**src/rtl/npe_pkg.sv**
```systemverilog
// shared types and constants of the preamble encoder
// no dependencies
`timescale 1ns / 1ps
`default_nettype none

package npe_pkg;

   localparam int GroupBits = 7;
   localparam int MaxGroups = 9;
   localparam int BodyBits  = GroupBits * MaxGroups;
   localparam int GroupCntW = $clog2(MaxGroups + 1);

   localparam logic [2:0] OP_INT    = 3'd0;
   localparam logic [2:0] OP_BLOB   = 3'd1;
   localparam logic [2:0] OP_ARRAY  = 3'd2;
   localparam logic [2:0] OP_RECORD = 3'd3;
   localparam logic [2:0] OP_SYM    = 3'd4;

   localparam logic [7:0] TAG_BLOB   = 8'h00;
   localparam logic [7:0] TAG_ARRAY  = 8'h20;
   localparam logic [7:0] TAG_RECORD = 8'h30;
   localparam logic [7:0] TAG_INT    = 8'h60;
   localparam logic [7:0] TAG_SYM    = 8'h70;
   localparam logic [7:0] INT_SIGN   = 8'h08;

   typedef struct packed {
      logic load;
      logic scan;
      logic emit_head;
      logic emit_body;
   } ctrl_type;

   typedef struct packed {
      logic can_drop;
      logic g_zero;
      logic g_one;
   } status_type;

endpackage

`default_nettype wire

```
**src/rtl/npe_digit_sr.sv**
```systemverilog
// digit-serial datapath: 7-bit group shift register, head field, group counter
// depends on npe_pkg
`timescale 1ns / 1ps
`default_nettype none

module npe_digit_sr (
   input  wire logic                clock,
   input  wire logic                reset,
   input  wire logic [2:0]          req_opcode,
   input  wire logic signed [63:0]  req_value,
   input  wire logic [3:0]          req_symbol_code,
   input  wire npe_pkg::ctrl_type   ctrl,
   output npe_pkg::status_type      status,
   output logic [7:0]               out_byte,
   output logic                     out_last
);

   logic [npe_pkg::BodyBits-1:0]  body_ff, body_in;
   logic [3:0]                    hfield_ff, hfield_in;
   logic [npe_pkg::GroupCntW-1:0] g_ff, g_in;
   logic [7:0]                    tag_ff, tag_in;
   logic                          low4_ff, low4_in;

   logic [63:0]                   mag;
   logic [npe_pkg::GroupBits-1:0] top_group;

   assign top_group = body_ff[npe_pkg::BodyBits-1 -: npe_pkg::GroupBits];

   always_comb begin
      mag = req_value;
      if (req_opcode == npe_pkg::OP_INT && req_value[63]) begin
         if (req_value[62:0] == 63'd0) begin
            mag = {1'b0, {63{1'b1}}};
         end else begin
            mag = 64'd0 - req_value;
         end
      end
   end

   always_comb begin
      status.g_zero   = (g_ff == '0);
      status.g_one    = (g_ff == npe_pkg::GroupCntW'(1));
      status.can_drop = !status.g_zero && (hfield_ff == 4'd0) &&
                        (top_group[6:4] == 3'd0) && (low4_ff || !top_group[3]);
   end

   always_comb begin
      body_in   = body_ff;
      hfield_in = hfield_ff;
      g_in      = g_ff;
      tag_in    = tag_ff;
      low4_in   = low4_ff;
      if (ctrl.load) begin
         body_in   = mag[npe_pkg::BodyBits-1:0];
         hfield_in = {3'b000, mag[63]};
         g_in      = npe_pkg::GroupCntW'(npe_pkg::MaxGroups);
         low4_in   = 1'b1;
         case (req_opcode)
            npe_pkg::OP_INT: begin
               tag_in  = req_value[63] ? (npe_pkg::TAG_INT | npe_pkg::INT_SIGN)
                                       : npe_pkg::TAG_INT;
               low4_in = 1'b0;
            end
            npe_pkg::OP_BLOB:   tag_in = npe_pkg::TAG_BLOB;
            npe_pkg::OP_ARRAY:  tag_in = npe_pkg::TAG_ARRAY;
            npe_pkg::OP_RECORD: tag_in = npe_pkg::TAG_RECORD;
            default: begin
               tag_in    = npe_pkg::TAG_SYM | {4'h0, req_symbol_code};
               hfield_in = 4'd0;
               g_in      = '0;
            end
         endcase
      end else if (ctrl.scan) begin
         body_in   = {body_ff[npe_pkg::BodyBits-npe_pkg::GroupBits-1:0],
                      {npe_pkg::GroupBits{1'b0}}};
         hfield_in = top_group[3:0];
         g_in      = g_ff - npe_pkg::GroupCntW'(1);
      end else if (ctrl.emit_body) begin
         body_in   = {body_ff[npe_pkg::BodyBits-npe_pkg::GroupBits-1:0],
                      {npe_pkg::GroupBits{1'b0}}};
         g_in      = g_ff - npe_pkg::GroupCntW'(1);
      end
   end

   always_comb begin
      if (ctrl.emit_head) begin
         out_byte = {!status.g_zero, tag_ff[6:0] | {3'b000, hfield_ff}};
         out_last = status.g_zero;
      end else begin
         out_byte = {!status.g_one, top_group};
         out_last = status.g_one;
      end
   end

   always_ff @(posedge clock) begin
      if (reset) begin
         g_ff <= '0;
      end else begin
         g_ff <= g_in;
      end
      body_ff   <= body_in;
      hfield_ff <= hfield_in;
      tag_ff    <= tag_in;
      low4_ff   <= low4_in;
   end

endmodule

`default_nettype wire

```
**src/rtl/npe_fsm.sv**
```systemverilog
// sequencer: load, leading-group scan, head byte, group bytes
// depends on npe_pkg
`timescale 1ns / 1ps
`default_nettype none

module npe_fsm (
   input  wire logic                clock,
   input  wire logic                reset,
   input  wire logic                start,
   input  wire logic                opcode_ok,
   input  wire npe_pkg::status_type status,
   output logic                     busy,
   output npe_pkg::ctrl_type        ctrl
);

   localparam logic [1:0] ST_IDLE = 2'd0;
   localparam logic [1:0] ST_SCAN = 2'd1;
   localparam logic [1:0] ST_HEAD = 2'd2;
   localparam logic [1:0] ST_BODY = 2'd3;

   logic [1:0] state_ff, state_in;

   assign busy = (state_ff != ST_IDLE);

   always_comb begin
      state_in = state_ff;
      ctrl     = '0;
      case (state_ff)
         ST_IDLE: begin
            if (start && opcode_ok) begin
               ctrl.load = 1'b1;
               state_in  = ST_SCAN;
            end
         end
         ST_SCAN: begin
            if (status.can_drop) begin
               ctrl.scan = 1'b1;
            end else begin
               state_in = ST_HEAD;
            end
         end
         ST_HEAD: begin
            ctrl.emit_head = 1'b1;
            state_in       = status.g_zero ? ST_IDLE : ST_BODY;
         end
         ST_BODY: begin
            ctrl.emit_body = 1'b1;
            if (status.g_one) begin
               state_in = ST_IDLE;
            end
         end
         default: state_in = ST_IDLE;
      endcase
   end

   always_ff @(posedge clock) begin
      if (reset) begin
         state_ff <= ST_IDLE;
      end else begin
         state_ff <= state_in;
      end
   end

endmodule

`default_nettype wire

```
**src/rtl/nota_preamble_encoder.sv**
```systemverilog
// top level of the preamble encoder: sequencer, digit datapath, output register
// depends on npe_pkg, npe_fsm, npe_digit_sr
//
//   channel   ports                                         handshake
//   request   req_opcode req_value req_symbol_code          start && !busy
//   response  rsp_out_byte rsp_last                         rsp_strobe, one cycle
//
// a number item runs a leading-group scan of the 63-bit shift register (one group
// per cycle while a group can be dropped, then a decide step), then emits one
// byte per cycle; a symbol emits only its head byte, an unused opcode is taken and dropped
// bytes leave the output register one per cycle, the last one as busy falls
// synchronous reset clears the sequencer and the strobe; no stall on the output
`timescale 1ns / 1ps
`default_nettype none

module nota_preamble_encoder (
   input  wire logic               clock,
   input  wire logic               reset,
   input  wire logic               start,
   output logic                    busy,
   input  wire logic [2:0]         req_opcode,
   input  wire logic signed [63:0] req_value,
   input  wire logic [3:0]         req_symbol_code,
   output logic                    rsp_strobe,
   output logic [7:0]              rsp_out_byte,
   output logic                    rsp_last
);

   npe_pkg::ctrl_type   ctrl;
   npe_pkg::status_type status;
   logic                opcode_ok;
   logic [7:0]          dp_byte;
   logic                dp_last;
   logic                emit;

   logic                strobe_ff, strobe_in;
   logic                last_ff, last_in;
   logic [7:0]          byte_ff, byte_in;

   assign opcode_ok = req_opcode inside {[npe_pkg::OP_INT:npe_pkg::OP_SYM]};

   npe_fsm u_fsm (
      .clock     (clock),
      .reset     (reset),
      .start     (start),
      .opcode_ok (opcode_ok),
      .status    (status),
      .busy      (busy),
      .ctrl      (ctrl)
   );

   npe_digit_sr u_sr (
      .clock           (clock),
      .reset           (reset),
      .req_opcode      (req_opcode),
      .req_value       (req_value),
      .req_symbol_code (req_symbol_code),
      .ctrl            (ctrl),
      .status          (status),
      .out_byte        (dp_byte),
      .out_last        (dp_last)
   );

   assign emit      = ctrl.emit_head || ctrl.emit_body;
   assign strobe_in = emit;
   assign last_in   = emit && dp_last;
   assign byte_in   = dp_byte;

   always_ff @(posedge clock) begin
      if (reset) begin
         strobe_ff <= 1'b0;
         last_ff   <= 1'b0;
      end else begin
         strobe_ff <= strobe_in;
         last_ff   <= last_in;
      end
      byte_ff <= byte_in;
   end

   assign rsp_strobe   = strobe_ff;
   assign rsp_last     = last_ff;
   assign rsp_out_byte = byte_ff;

endmodule

`default_nettype wire

```
**config.mk**
```make
export PLATFORM = sky130hd
export DESIGN_NAME = nota_preamble_encoder
export DESIGN_NICKNAME = d
export VERILOG_FILES = /design/src/rtl/npe_pkg.sv /design/src/rtl/npe_digit_sr.sv /design/src/rtl/npe_fsm.sv /design/src/rtl/nota_preamble_encoder.sv
export SDC_FILE = /design/constraint.sdc
export NUM_CORES = 1
export LEC_CHECK = 0
export BUFFER_PORTS_ARGS = -buffer_cell sky130_fd_sc_hd__buf_2
export CAP_MARGIN = 20
export CORE_MARGIN = 2
export CORE_UTILIZATION = 30
export DETAILED_ROUTE_END_ITERATION = 16
export PLACE_DENSITY_LB_ADDON = 0.2
export SLEW_MARGIN = 15
export SYNTH_ARGS = -nofsm -noshare
export SYNTH_HDL_FRONTEND = slang
export SYNTH_SLANG_ARGS = --single-unit
```
**constraint.sdc**
```tcl
create_clock -name clock -period 5.5 [get_ports clock]
set_input_delay 1.1 -clock clock [delete_from_list [all_inputs] [get_ports clock]]
set_output_delay 1.1 -clock clock [all_outputs]
set_load 0.03 [all_outputs]
```
Word level (Yosys, flattened, before mapping)
Index checks and enable logic that the tools add are counted.
{"block": "totals", "register_bits": 91, "elab_cells": 75, "inputBits": 74}
{"block": "classes", "bitwise_logic": 1, "order_cmp": 2, "n_eq_ne": 10, "n_mux": 28, "n_reduce_logical": 23, "add_sub_neg": 2}
{"cell": "$mux W63", "count": 3}
{"cell": "$mux W64", "count": 2}
{"cell": "$sub A1 B64 Y64 const A", "count": 1}
{"cell": "$logic_not A63 Y1", "count": 1}
{"cell": "$mux W4", "count": 7}
{"cell": "$pmux W7 S4", "count": 1}
{"cell": "$mux W1", "count": 9}
{"cell": "$logic_not A4 Y1", "count": 2}
{"cell": "$mux W2", "count": 4}
{"cell": "$mux W8", "count": 1}
{"cell": "$pmux W2 S4", "count": 1}
{"cell": "$logic_and A1 B1 Y1", "count": 7}
{"cell": "$or A7 B4 Y7", "count": 1}
{"cell": "$eq A3 B2 Y1 const B", "count": 2}
{"cell": "$logic_not A3 Y1", "count": 2}
{"cell": "$eq A2 B2 Y1 const B", "count": 2}
{"cell": "$eq A4 B1 Y1 const B", "count": 1}
{"cell": "$ne A2 B1 Y1 const B", "count": 2}
{"cell": "$reduce_bool A2 Y1", "count": 2}
{"cell": "$reduce_or A4 Y1", "count": 1}
{"cell": "$sub A4 B1 Y4 const B", "count": 1}
{"cell": "$eq A3 B1 Y1 const B", "count": 1}
{"cell": "$ge A3 B1 Y1 const B", "count": 1}
{"cell": "$le A3 B3 Y1 const B", "count": 1}
{"cell": "other kinds (7)", "count": 10}

Depth between registers and ports, before layout
{"block": "depth", "ltp_word": 9, "mapped_depth": 11, "mapped_depth_nobuf": 10}

Hierarchy
Synthesis repeated with hierarchy kept, for this count alone.
{"block": "hier_totals", "cells_unflattened": 570, "area_unflattened_um2": 5350.1}
{"module": "npe_digit_sr", "seq_area_each_um2": 2332.2, "cells_each": 540, "area_each_um2": 4982.3, "instances": 1}
{"module": "nota_preamble_encoder", "seq_area_each_um2": 200.2, "cells_each": 14, "area_each_um2": 225.2, "instances": 1}
{"module": "npe_fsm", "seq_area_each_um2": 40.0, "cells_each": 16, "area_each_um2": 142.6, "instances": 1}

Least setup slack after synthesis
No wires, ideal clock.
{"block": "synth_path", "path_type": "in2reg", "startpoint": "input req_opcode[0]", "endpoint": "register u_sr.g_ff[2] in the netlist's numbering", "t_required_ns": 5.419, "arrival_ns": 3.507, "slack_ns": 1.912, "path_stages": 7, "path_buffers": 0, "setup_ns": 0.081, "path_cell_list": "o21ai_0 > nand3_1 > and3_1 > inv_1 > nand2_1 > xor2_1 > nor3_1"}
{"block": "synth_between", "elab_chain_len": 6}
{"element": "start: declaration", "line_no": "nota_preamble_encoder.sv:21", "rtl": "input wire logic [2:0] req_opcode,"}
{"element": "$ge A3 B1 Y1 or $le A3 B3 Y1 (tied branches)", "line_no": "nota_preamble_encoder.sv:40", "rtl": "assign opcode_ok = req_opcode inside {[npe_pkg::OP_INT:npe_pkg::OP_SYM]};"}
{"element": "$logic_and A1 B1 Y1 *", "line_no": "nota_preamble_encoder.sv:40"}
{"element": "$logic_and A1 B1 Y1 *", "line_no": "npe_fsm.sv:30", "rtl": "if (start && opcode_ok) begin"}
{"element": "$mux W1 *", "line_no": "npe_fsm.sv:30"}
{"element": "$mux W1 *", "line_no": "npe_fsm.sv:28", "rtl": "case (state_ff)"}
{"element": "$reduce_bool A3 Y1 (no source line) or $mux W4 (tied branches)"}
{"element": "end signal: assignment", "line_no": "npe_digit_sr.sv:99", "rtl": "g_ff <= g_in;"}
{"element": "end: declaration", "line_no": "npe_digit_sr.sv:20", "rtl": "logic [npe_pkg::GroupCntW-1:0] g_ff, g_in;"}
Mark *: on every way between the ends. The rest lies on a longest branch, timed or not.
A chain may end at the register's enable or synchronous reset.

Final worst setup path
{"block": "layout_path", "startpoint": "input req_value[38]", "endpoint": "register u_sr.hfield_ff[0] (data pin)"}
{"block": "layout_between", "elab_chain_len": 5}
{"element": "start: declaration", "line_no": "nota_preamble_encoder.sv:22", "rtl": "input wire logic signed [63:0] req_value,"}
{"element": "$sub A1 B64 Y64 or $logic_not A63 Y1 (tied branches)", "line_no": "npe_digit_sr.sv:35, npe_digit_sr.sv:32"}
{"element": "$mux W64 *", "line_no": "npe_digit_sr.sv:32", "rtl": "if (req_value[62:0] == 63'd0) begin"}
{"element": "$mux W64 *", "line_no": "npe_digit_sr.sv:31", "rtl": "if (req_opcode == npe_pkg::OP_INT && req_value[63]) begin"}
{"element": "$mux W1 *", "line_no": "npe_digit_sr.sv:58", "rtl": "case (req_opcode)"}
{"element": "$mux W4 *", "line_no": "npe_digit_sr.sv:53", "rtl": "if (ctrl.load) begin"}
{"element": "named net u_sr.hfield_in[0]", "line_no": "npe_digit_sr.sv:19", "rtl": "logic [3:0] hfield_ff, hfield_in;"}
{"element": "end signal: assignment", "line_no": "npe_digit_sr.sv:102", "rtl": "hfield_ff <= hfield_in;"}
{"element": "end: declaration", "line_no": "npe_digit_sr.sv:19"}
The timed path passes the listed nets; every way through them passes the cells marked *.

==> run summary <==
From left edge to right edge, the die measures 135 um. Buffer levels on the longest clock path: 2. For this design the total switching power over the nets is 0.000596 W. The post-route netlist has 19.9% of its cells at a drive strength greater than 1. The tools report the CTS root buffer as sky130_fd_sc_hd__clkbuf_16. For the pin with the worst max-slew slack, the measured transition is 0.685 ns.

The average size of a mapped cell is 9.64 sq um. The total die area was 18400 sq um; the DRC marker count from the first detailed-route iteration was 322. The logs give 4328 for the via count of the first global-routing pass and 0 for the number of hold violations in the final report. For the gate count after technology mapping, the log shows 538. For the worst IR drop on VDD, the log shows 171 uV.

For the leakage power figure, the log shows 2.10 nW. The peak fanout along the critical path is 50. The count of clock tree sinks was 91; the final weighted congestion in routability-driven placement was 0.824. Based on the critical path, the design can be clocked at up to 0.257 GHz. For this configuration, the core starts out at a cell density of 30.3%. Counting the fill cells in the layout gives 1789. The count of input and output buffers was 84; the floorplan core area was 17100 sq um. For the cell internal power dissipation, the log shows 0.00135 W.

Mean routed wirelength per cell: 17.2 um. The type of the setup path with the least slack is in -> reg. The endpoint required time on the critical path was 5.61 ns.

The remaining max-slew budget at the tightest pin was 54.2%; the number of gates resized after CTS was 0. The tool flagged a number of max-cap violations equal to 0. The flow ran to the end, and the final reports show no timing, DRC or antenna violations. The number of placement rows is 48, and the post-route DRC violation count is 0. CTS built an H-tree with a depth of 3.

Number of flip-flops and latches in the synthesized netlist: 91. The run gives 0 as the total overflow reported by the global router. The die is 135 um tall. Number of failing setup endpoints in the final timing report: 0. For the number of top-level pins, the log shows 85. Between clock sinks in the finished design, the worst skew comes to 0.00796 ns.

The library cell used most frequently in the layout, excluding fill and tap cells, is sky130_fd_sc_hd__nor2_1. The count of nets left with antenna violations once routing finished came out at 0. Clock tree synthesis inserted a total of 9 buffers.

The clock period could shrink to 3.89 ns. The net count after synthesis is 615, and the routed via count divided by cell count is 5.17. Sequential cells were found to cover 49.6% of the synthesized design area.

The sequential power share is 47.2%, and the HPWL after detailed placement is 10500 um. The worst setup path is captured at a flop. Leaving out filler cells and counting taps, the final layout contains 842. The top flip-flop cell by instance count after synthesis was sky130_fd_sc_hd__edfxtp_1. The sort of element at the start of the critical path was an input pin. In the layout the commonest cells are 90 x sky130_fd_sc_hd__nor2_1, 84 x sky130_fd_sc_hd__buf_2, 75 x sky130_fd_sc_hd__edfxtp_1, 68 x sky130_fd_sc_hd__a21oi_1, 41 x sky130_fd_sc_hd__xor2_1. Summing every instance area after synthesis gives 5190 sq um.

The run gives 0 as the antenna diode instance count. The synthesized design contains 75 enable-type register cells. TritonCTS built the clock tree.

Counting tap cells, the placed design contains a total of 826 instances. The post-synthesis async set-or-reset flop share works out to 0%. The wire length after detailed routing was 14500 um. Setup repair after global routing left no endpoint under its margin. The multi-input combinational cells in the finished layout cover a total of 2450 sq um.

Summed over all failing endpoints, the final setup total negative slack is 0 ns. The tools report the combinational share of power as 21.5%. Entering global routing, the biggest net connects 51 pins. The data arrival time of the critical path is 4.00 ns.

The run gives 0 as the number of pins exceeding their max-slew limit in the final report. Of the total power, the share spent switching nets is 30.7%. The tools report the number of optimization iterations in the first detailed-route pass as 5. After the last flow step, the layout net total stands at 689. The post-CTS setup-driven buffer insertion count was 0; the initial antenna violation count was 0. Dividing total power by cell area gives a power density of 318 nW/um^2. The worst path uses 70.7% of the clock period. Across every metal layer, demand over resource in global routing totals 16.4%. The relative area change from synthesis to final layout came out at 17.8%. The count of different cell masters after synthesis was 50. After clock tree synthesis, the clock-pin slew on the worst setup and hold paths is 0.07 ns. Via total after detailed routing: 4355. The worst hold path belongs to the class reg -> reg. The insertion delay of the later-clocked pin in the worst-skew pair came out at 0.35 ns. In the final layout, flip-flops and latches occupy 2570 sq um.

Buffers inserted to repair hold after CTS numbered 0. The wire length of the first global-routing pass was 23200 um. The number of warning messages in the yosys log is 0, and the share of power burned in the clock network is 31.3%.
## logic make-up after synthesis
logic type | synth area share (%)
fa+ha+maj | 0.724
flops | 49.6
buf+inv | 3.26
simple gates | 19.9
xor+xnor | 10.3
mux | 0.651
compound gates | 15.6
## cell type report
| cell class | instances | area share (%) |
|---|---|---|
| Timing Repair Buffer | 92 | 7.86 |
| Clock buffer | 10 | 3.91 |
| Inverter | 10 | 0.614 |
| Multi-Input combinational cell | 408 | 40.1 |
| Tap cell | 225 | 4.61 |
| Clock inverter | 6 | 0.758 |
| Sequential cell | 91 | 42.1 |
## flip-flops by register name, summed over array words and instances (netlist names)
signal / cells
rsp_strobe: 1
u_sr.hfield_ff: 4
u_sr.tag_ff: 7
u_sr.body_ff: 63
rsp_out_byte: 8
u_sr.g_ff: 4
u_sr.low4_ff: 1
u_fsm.state_ff: 2
rsp_last: 1
## synth_stat cells, drive strengths merged (2+ instances only)
cell     n  share of area (%)
a21o     2               0.29
a21oi   68                6.6
a31oi   14                1.7
a41oi    2               0.34
and2     6               0.77
and3     3               0.36
buf     10                1.2
clkbuf  19                1.4
dfxtp   16                6.2
edfxtp  75                 43
ha       3               0.72
inv      9               0.65
mux2     3               0.65
nand2   28                2.0
nand3    7               0.77
nand4    3               0.36
nor2    90                6.5
nor3    15                1.4
nor3b    2               0.29
nor4    14                2.1
o21ai   17                1.6
o31ai   18                2.6
o41ai    6                1.0
or2      2               0.24
or3     13                1.6
or3b     2               0.34
or4     15                2.2
xnor2   20                3.4
xor2    41                6.9
## layer usage
layer | GRT usage [%] | wire length (um)
met5 | 0 | 0
met4 | 4.69 | 172
met3 | 3.33 | 795
met2 | 27.6 | 6920
met1 | 21.5 | 6570
## stage by stage
stage	area, sq um	power, W	worst slack, ns	hold slack (ns)	util, %
2_1_floorplan	5190	0.00120	1.91	0.435	-
3_3_place_gp	5820	0.00135	1.32	0.456	34.0
3_5_place_dp	5820	0.00135	1.24	0.462	34.0
4_1_cts	6110	0.00197	1.63	0.483	35.7
5_1_grt	6110	0.00204	1.43	0.502	35.7
6_report	6110	0.00195	1.61	0.483	35.7
## path summary, 6_finish.rpt
check                    start           endpoint  slack, ns  cells past startpoint
max              req_value[38]  u_sr.hfield_ff[0]       1.61                      7
min             u_sr.tag_ff[6]    rsp_out_byte[6]       0.48                      1
max reg2reg  u_fsm.state_ff[0]   u_sr.body_ff[45]       2.79                      5
min reg2reg     u_sr.tag_ff[6]    rsp_out_byte[6]       0.48                      1
## power groups by stage
| stage | Clock [W] | Sequential (W) | Combinational [W] |
|---|---|---|---|
| floorplan | 0 | 0.000960 | 0.000245 |
| global placement | 0 | 0.000933 | 0.000413 |
| detailed placement | 0 | 0.000935 | 0.000418 |
| CTS | 0.000626 | 0.000920 | 0.000420 |
| global route | 0.000649 | 0.000928 | 0.000466 |
| finish | 0.000608 | 0.000919 | 0.000418 |
## critical path, stage by stage
cell,delay (ns)
sky130_fd_sc_hd__buf_2,0.13
sky130_fd_sc_hd__nor4_1,0.53
sky130_fd_sc_hd__nand4_1,0.35
sky130_fd_sc_hd__or3_1,0.48
sky130_fd_sc_hd__or3_1,0.61
sky130_fd_sc_hd__and2_4,0.45
sky130_fd_sc_hd__a32o_1,0.34
Power figures use the tool's default switching activity.
